--- config.mk ---
export PLATFORM = sky130hd
export DESIGN_NAME = psr_mac
export DESIGN_NICKNAME = d
export VERILOG_FILES = /design/src/rtl/psr_mac.sv
export SDC_FILE = /design/constraint.sdc
export NUM_CORES = 1
export LEC_CHECK = 0
export BUFFER_PORTS_ARGS = -buffer_cell sky130_fd_sc_hd__buf_2
export CAP_MARGIN = 5
export CORE_ASPECT_RATIO = 0.5
export CORE_MARGIN = 4
export CORE_UTILIZATION = 25
export CTS_BUF_LIST = sky130_fd_sc_hd__clkbuf_4 sky130_fd_sc_hd__clkbuf_8
export DETAILED_ROUTE_END_ITERATION = 8
export GPL_ROUTABILITY_DRIVEN = 0
export PLACE_DENSITY = 0.38
export SLEW_MARGIN = 20
export SYNTH_ARGS = -nofsm -noshare
export SYNTH_HDL_FRONTEND = slang
export SYNTH_SLANG_ARGS = --single-unit
--- constraint.sdc ---
create_clock -name clk -period 17.15 [get_ports clk]
set_clock_uncertainty 0.05 [all_clocks]
set_input_delay 3.43 -clock clk [delete_from_list [all_inputs] [get_ports clk]]
set_output_delay 3.43 -clock clk [all_outputs]
set_load 0.02 [all_outputs]
--- src/rtl/psr_mac.sv ---
// ----------------------------------------------------------------------------
// psr_mac
// Serial multiply-accumulate with rounding and saturation of the Q.15 sum.
// ----------------------------------------------------------------------------
module psr_mac #(
    parameter int ACC_BITS = 48
) (
    input  logic               clk,
    input  logic               clear,
    input  logic               mul_en,
    input  logic               acc_en,
    input  logic signed [15:0] coef,
    input  logic signed [15:0] samp,
    output logic signed [15:0] value,
    output logic               clipped
);
    logic signed [31:0]       prod_reg;
    logic signed [ACC_BITS-1:0] acc_reg;
    logic signed [ACC_BITS:0]   rnd;
    logic signed [ACC_BITS-15:0] q;

    always_ff @(posedge clk)
    begin
        if (mul_en)
        begin
            prod_reg <= coef * samp;
        end
        if (clear)
        begin
            acc_reg <= '0;
        end
        else if (acc_en)
        begin
            acc_reg <= acc_reg + ACC_BITS'(prod_reg);
        end
    end

    always_comb
    begin
        // one guard bit so the rounding add cannot wrap
        rnd = {acc_reg[ACC_BITS-1], acc_reg} + (ACC_BITS+1)'(1 << 14);
        q = rnd[ACC_BITS:15];
        if (q > $signed((ACC_BITS-14)'(32767)))
        begin
            value = 16'sh7FFF;
            clipped = 1'b1;
        end
        else if (q < -$signed((ACC_BITS-14)'(32768)))
        begin
            value = 16'sh8000;
            clipped = 1'b1;
        end
        else
        begin
            value = q[15:0];
            clipped = 1'b0;
        end
    end
endmodule

==> results of run 1 <==
==> cell usage after synthesis (4+ instances only) <==
cell / n / area, um2
inv_1: 342 / 1284
fa_1: 263 / 5265
nand2_1: 163 / 611.8
ha_1: 130 / 1627
and2_1: 125 / 782.0
nor2_1: 106 / 397.9
xnor2_1: 74 / 648.1
a21oi_1: 70 / 350.3
clkbuf_1: 65 / 244.0
dfxtp_1: 48 / 960.9
a21o_1: 42 / 315.3
o21ai_0: 41 / 205.2
edfxtp_1: 32 / 960.9
nand3_1: 29 / 145.1
mux2i_1: 28 / 280.3
xor2_1: 25 / 219.0
o21ai_1: 23 / 115.1
and3_1: 20 / 125.1
a31oi_1: 18 / 112.6
o21bai_1: 16 / 120.1
nand4_1: 15 / 93.84
nor3_1: 15 / 75.07
a211oi_1: 13 / 97.59
nor2b_1: 12 / 75.07
nand2b_1: 10 / 62.56
or3_1: 8 / 50.05
and4_1: 7 / 61.31
nor4_1: 7 / 43.79
o211ai_1: 6 / 45.04
o21a_1: 5 / 37.54
nor4b_1: 4 / 35.03
==> worst register-to-register path, cell delays in order (launching register included) <==
cell and delay (ns):
edfxtp_1 0.42, ha_1 0.33, a211oi_1 0.32, o21bai_1 0.16, a22oi_1 0.30, o22ai_1 0.22, a31oi_2 0.42, nor2_1 0.13
o41ai_1 0.53, a21oi_1 0.17, or3_1 0.36, a32o_1 0.27
==> metrics by stage <==
stage            util  hold WS (ns)  instance area, um2
6_report       0.2733        0.4532               17270
5_1_grt        0.2733        0.4849               17270
4_1_cts        0.2732        0.4642               17260
3_5_place_dp   0.2703        0.4424               17080
3_3_place_gp   0.2703        0.4297               17080
2_1_floorplan       -        0.4125               16000
==> path summary, 6_finish.rpt <==
kind	endpoint	cells past startpoint
max	prod_reg[30]	24
min	acc_reg[8]	2
max reg2reg	acc_reg[43]	11
min reg2reg	acc_reg[8]	2
==> routing by layer <==
metal,global-route usage,part of all wire
met1,0.2030,0.55
met3,0.01424,0.024
met5,0,0
met4,0.02301,0.011
met2,0.1993,0.42
==> cell type report <==
class	instances	share of cell area
flip-flops and latches	80	0.1113
well taps	837	0.06064
repair buffers	56	0.01681
multi-input cells	1331	0.7262
inverters	342	0.07433
diodes	1	0.0001449
clock buffers	10	0.007969
clock inverters	6	0.002608
==> kinds of logic (layout without fill, tap and decap cells) <==
| kind of cell | count (synthesis) | after routing |
|---|---|---|
| and+or+nand+nor | 531 | 531 |
| buffers and inverters | 411 | 414 |
| adders and majority gates | 393 | 393 |
| AOI/OAI and AO/OA | 279 | 279 |
| xor gates and xnor gates | 99 | 99 |
| DFF | 80 | 80 |
| muxes | 29 | 29 |
| other | 0 | 1 |
==> impl_metrics.py, run 1 <==
metrics = {
    "sta": {
        "maxSlewViolCount": 0,
        "finalHoldViolCount": 0,
        "fmax_mhz": 100.6,
        "period_share": 0.5794,
        "slew_headroom": 0.3787,
        "tightest_slew_ns": 0.9319,
        "setup_viol": 0,
        "fin_ws_ns": 7.214,
        "period_needed_ns": 9.936,
        "setup_tns_ns": 0,
        "rsz0062_at_grt": "false",
    },
    "synthesis": {
        "ys_warn_count": 0,
        "synth_compound_area_frac": 0.1148,
        "yosys.area_share.xor_xnor": 0.05418,
        "yosys_register_bits": 80,
        "ys_seq_area_frac": 0.1201,
        "synth.cell_area_um2": 16000,
        "ys.flop_type": "dfxtp_1",
        "async_flop_share": 0,
        "synth_edf_count": 32,
        "yosysUniqueCellTypes": 73,
        "syn_inst": 1822,
        "synth_top_family_by_area": "adder cells",
        "synth_mux_area_frac": 0.01822,
        "synthSimpleGateAreaFrac": 0.1657,
        "synthAdderAreaFrac": 0.4306,
        "syn_nets": 2251,
        "post_synth.cell_area_avg_um2": 8.784,
    },
    "critical_path": {
        "critPathArrivalTime_ns": 10.02,
        "endpoint_kind": "flip-flop",
        "cp_cell_sequence": "buf_2 -> nand2_1 -> inv_1 -> fa_1 -> inv_1 -> fa_1 -> inv_1 -> fa_1 -> fa_1 -> fa_1 -> inv_1 -> fa_1 -> inv_1 -> ha_1 -> and4_1 -> and3_4 -> a221oi_2 -> o221ai_2 -> or3_1 -> a32o_1 -> or4_4 -> a31o_1 -> a21oi_2 -> xnor2_1",
        "reg2reg_setup_slack_ns": 13.38,
        "required_ns": 17.23,
        "start_kind": "input pin",
        "crit_type": "in2reg",
        "cp-startpoint": "coef[15]",
        "cp_top_family": "adder cells",
        "crit_path_max_fanout": 16,
        "r2r_start": "prod_reg[1]",
        "slowest_stage": "fa_1",
        "critPathMaxStageDelay_ns": 0.55,
        "crit_buf_inv": 6,
        "crit_path_frequent_cell": "fa_1",
    },
    "grt": {
        "grt_pass1_wl_mm": 72.13,
        "grt_antenna_before_repair": 1,
        "grt_max_degree": 54,
        "overflow": 0,
        "track_usage": 0.1317,
        "grt_pass1_vias": 12650,
    },
    "layout": {
        "multiInputGateArea_um2": 12540,
        "layout-drive-gt1-share": 0.04767,
        "syn_to_final_growth_pct": 7.912,
        "final_common_cell": "inv_1",
        "num-fill-cells": 6798,
        "nets": 2249,
        "ff_latch_area_um2": 1922,
        "largest_register_ff_count": 48,
        "final_cells": 2663,
        "mostFrequentLayoutCells": "inv_1 (342), fa_1 (263), nand2_1 (163)",
    },
    "clocking": {
        "cts_hold_buffers": 0,
        "htreeDepth": 3,
        "cts_made_buffers": 9,
        "path_clk_slew_ns": 0.09,
        "cts_tree": "built",
        "clock_path_buffers": 2,
        "clock_sinks": 80,
        "clockRootBuffer": "clkbuf_8",
        "clock_latency_ns": 0.38,
        "cts_resized": 0,
        "postCtsSetupBuffers": 0,
    },
    "drt": {
        "vias_per_cell": 4.395,
        "first_pass_iters": 5,
        "vias": 11700,
        "drt_wl_total_mm": 44.19,
        "drc": 0,
        "routedWlPerCell_um": 16.59,
        "drtIter0Drc": 599,
        "drtAntennaViolNets": 0,
    },
    "die": {
        "die-area_um2": 68370,
        "core_region_area_um2": 63190,
        "initial_utilization": 0.2533,
        "fp.dieW_um": 365.8,
        "pin_count": 53,
        "rows": 65,
        "dieHeight_um": 186.9,
    },
    "min_path": {
        "hold_start": "acc_reg[8]",
        "hold_path_class": "reg2reg",
    },
    "placed_design": {
        "dpl.hpwl_mm": 36.39,
        "place_ws_ns": 6.770,
        "port_buffers": 52,
        "dp_cells": 2646,
    },
    "flow_run": {
        "maxCapViolCount": 0,
    },
    "outcome": {
        "status": "completed",
    },
}
Power of run 1 is left out: the tool's default activity adds up to more than one toggle a clock period on the data nets, which glitch-free logic cannot reach.
==> run 2: changes to the inputs <==
clock period = 9.95 ns   (was 17.15 ns; I/O delays follow)
==> impl_metrics.py, run 2 (synthesis results as in run 1) <==
metrics = {
    "outcome": {
        "status": "completed",
    },
    "layout": {
        "mostFrequentLayoutCells": "inv_1 (342), fa_1 (263), nand2_1 (163)",
        "ff_latch_area_um2": 1922,
        "syn_to_final_growth_pct": 8.045,
        "num-fill-cells": 6765,
        "largest_register_ff_count": 48,
        "nets": 2250,
        "final_common_cell": "inv_1",
        "layout-drive-gt1-share": 0.04874,
        "multiInputGateArea_um2": 12540,
    },
    "critical_path": {
        "critPathArrivalTime_ns": 8.56,
        "crit_type": "in2reg",
        "start_kind": "input pin",
        "crit_path_max_fanout": 16,
        "endpoint_kind": "flip-flop",
        "required_ns": 10.03,
    },
    "sta": {
        "maxSlewViolCount": 0,
        "fin_ws_ns": 1.465,
        "slew_headroom": 0.3901,
        "period_share": 0.8528,
        "hold_ws_ns": 0.4511,
        "rsz0062_at_grt": "false",
        "tightest_slew_ns": 0.9148,
        "period_needed_ns": 8.485,
        "setup_tns_ns": 0,
        "setup_viol": 0,
        "fmax_mhz": 117.9,
        "finalHoldViolCount": 0,
    },
    "clocking": {
        "clock_latency_ns": 0.38,
        "clockRootBuffer": "clkbuf_8",
        "cts_tree": "built",
        "postCtsSetupBuffers": 0,
        "path_clk_slew_ns": 0.08,
        "cts_resized": 0,
        "htreeDepth": 3,
        "clock_path_buffers": 2,
        "cts_hold_buffers": 0,
        "cts_made_buffers": 9,
        "clock_sinks": 80,
    },
    "drt": {
        "drc": 0,
        "vias": 11830,
        "routedWlPerCell_um": 16.60,
        "vias_per_cell": 4.440,
        "drtIter0Drc": 632,
        "drt_wl_total_mm": 44.22,
        "first_pass_iters": 4,
        "drtAntennaViolNets": 0,
    },
    "placed_design": {
        "place_ws_ns": 1.012,
        "port_buffers": 52,
        "dpl.hpwl_mm": 36.26,
    },
    "die": {
        "fp.dieW_um": 365.8,
        "core_region_area_um2": 63190,
        "rows": 65,
        "die-area_um2": 68370,
        "initial_utilization": 0.2533,
        "pin_count": 53,
        "dieHeight_um": 186.9,
    },
    "grt": {
        "grt_max_degree": 54,
        "grt_antenna_before_repair": 1,
        "track_usage": 0.1315,
        "overflow": 0,
        "grt_pass1_vias": 12550,
        "grt_pass1_wl_mm": 72.27,
    },
    "min_path": {
        "hold_path_class": "reg2reg",
    },
    "flow_run": {
        "maxCapViolCount": 0,
    },
}
## run 2: cell types whose count changed in the layout (fill, tap and decap cells not counted)
| cell | delta |
|---|---|
| clkinv_4 | -3 |
| clkbuf_4 | +2 |
| buf_4 | +1 |
| bufinv_16 | +1 |
| clkbuf_8 | -1 |
| clkinv_1 | -1 |
| clkinv_2 | +1 |
| clkinvlp_4 | +1 |
## run 2: metrics by stage
stage          cells    util  area [um2]
5_1_grt         2663  0.2736       17290
4_1_cts         2663  0.2735       17290
2_1_floorplan   1822       -       16000
3_3_place_gp    2647  0.2704       17090
6_report        2664  0.2736       17290
3_5_place_dp    2647  0.2704       17090
## run 2: layer usage
metal	vias up	share of wire	routed length, um	GRT usage
met5	-	0	0	0
met4	0	0.0081	357	0.01810
met3	19	0.021	944	0.01246
met2	102	0.42	18650	0.2040
met1	5883	0.55	24260	0.2017
li1	5825	-	-	-
## run 2: worst max-delay path: stages
cell and delay [ns]:
buf_2 0.23, and2_1 0.23, fa_1 0.53, inv_1 0.05
fa_1 0.47, inv_1 0.06, fa_1 0.53, fa_1 0.52
fa_1 0.57, inv_1 0.06, fa_1 0.53, inv_1 0.04
ha_1 0.35, a211oi_1 0.35, o21ai_1 0.14, a221oi_2 0.30
o221ai_2 0.15, or3_1 0.35, a32o_1 0.25, or4_4 0.42
a31o_1 0.23, a21oi_2 0.14, xnor2_1 0.07
## run 2: worst paths after layout
kind	slack [ns]	startpoint	cells after the start	endpoint
worst max-delay path	1.46	coef[3]	23	prod_reg[30]
worst min-delay path	0.45	acc_reg[8]	2	acc_reg[8]
worst max register to register	6.11	prod_reg[1]	11	acc_reg[43]
worst min register to register	0.45	acc_reg[8]	2	acc_reg[8]
## run 2: area by class of cell
type / instances / area share
multi-input cells: 1331 / 0.7253
flip-flops and latches: 80 / 0.1111
inverters: 342 / 0.07424
well taps: 837 / 0.06056
repair buffers: 57 / 0.01722
clock buffers: 11 / 0.008032
clock inverters: 5 / 0.003329
diodes: 1 / 0.0001447
Power of run 2 is left out for the same reason.
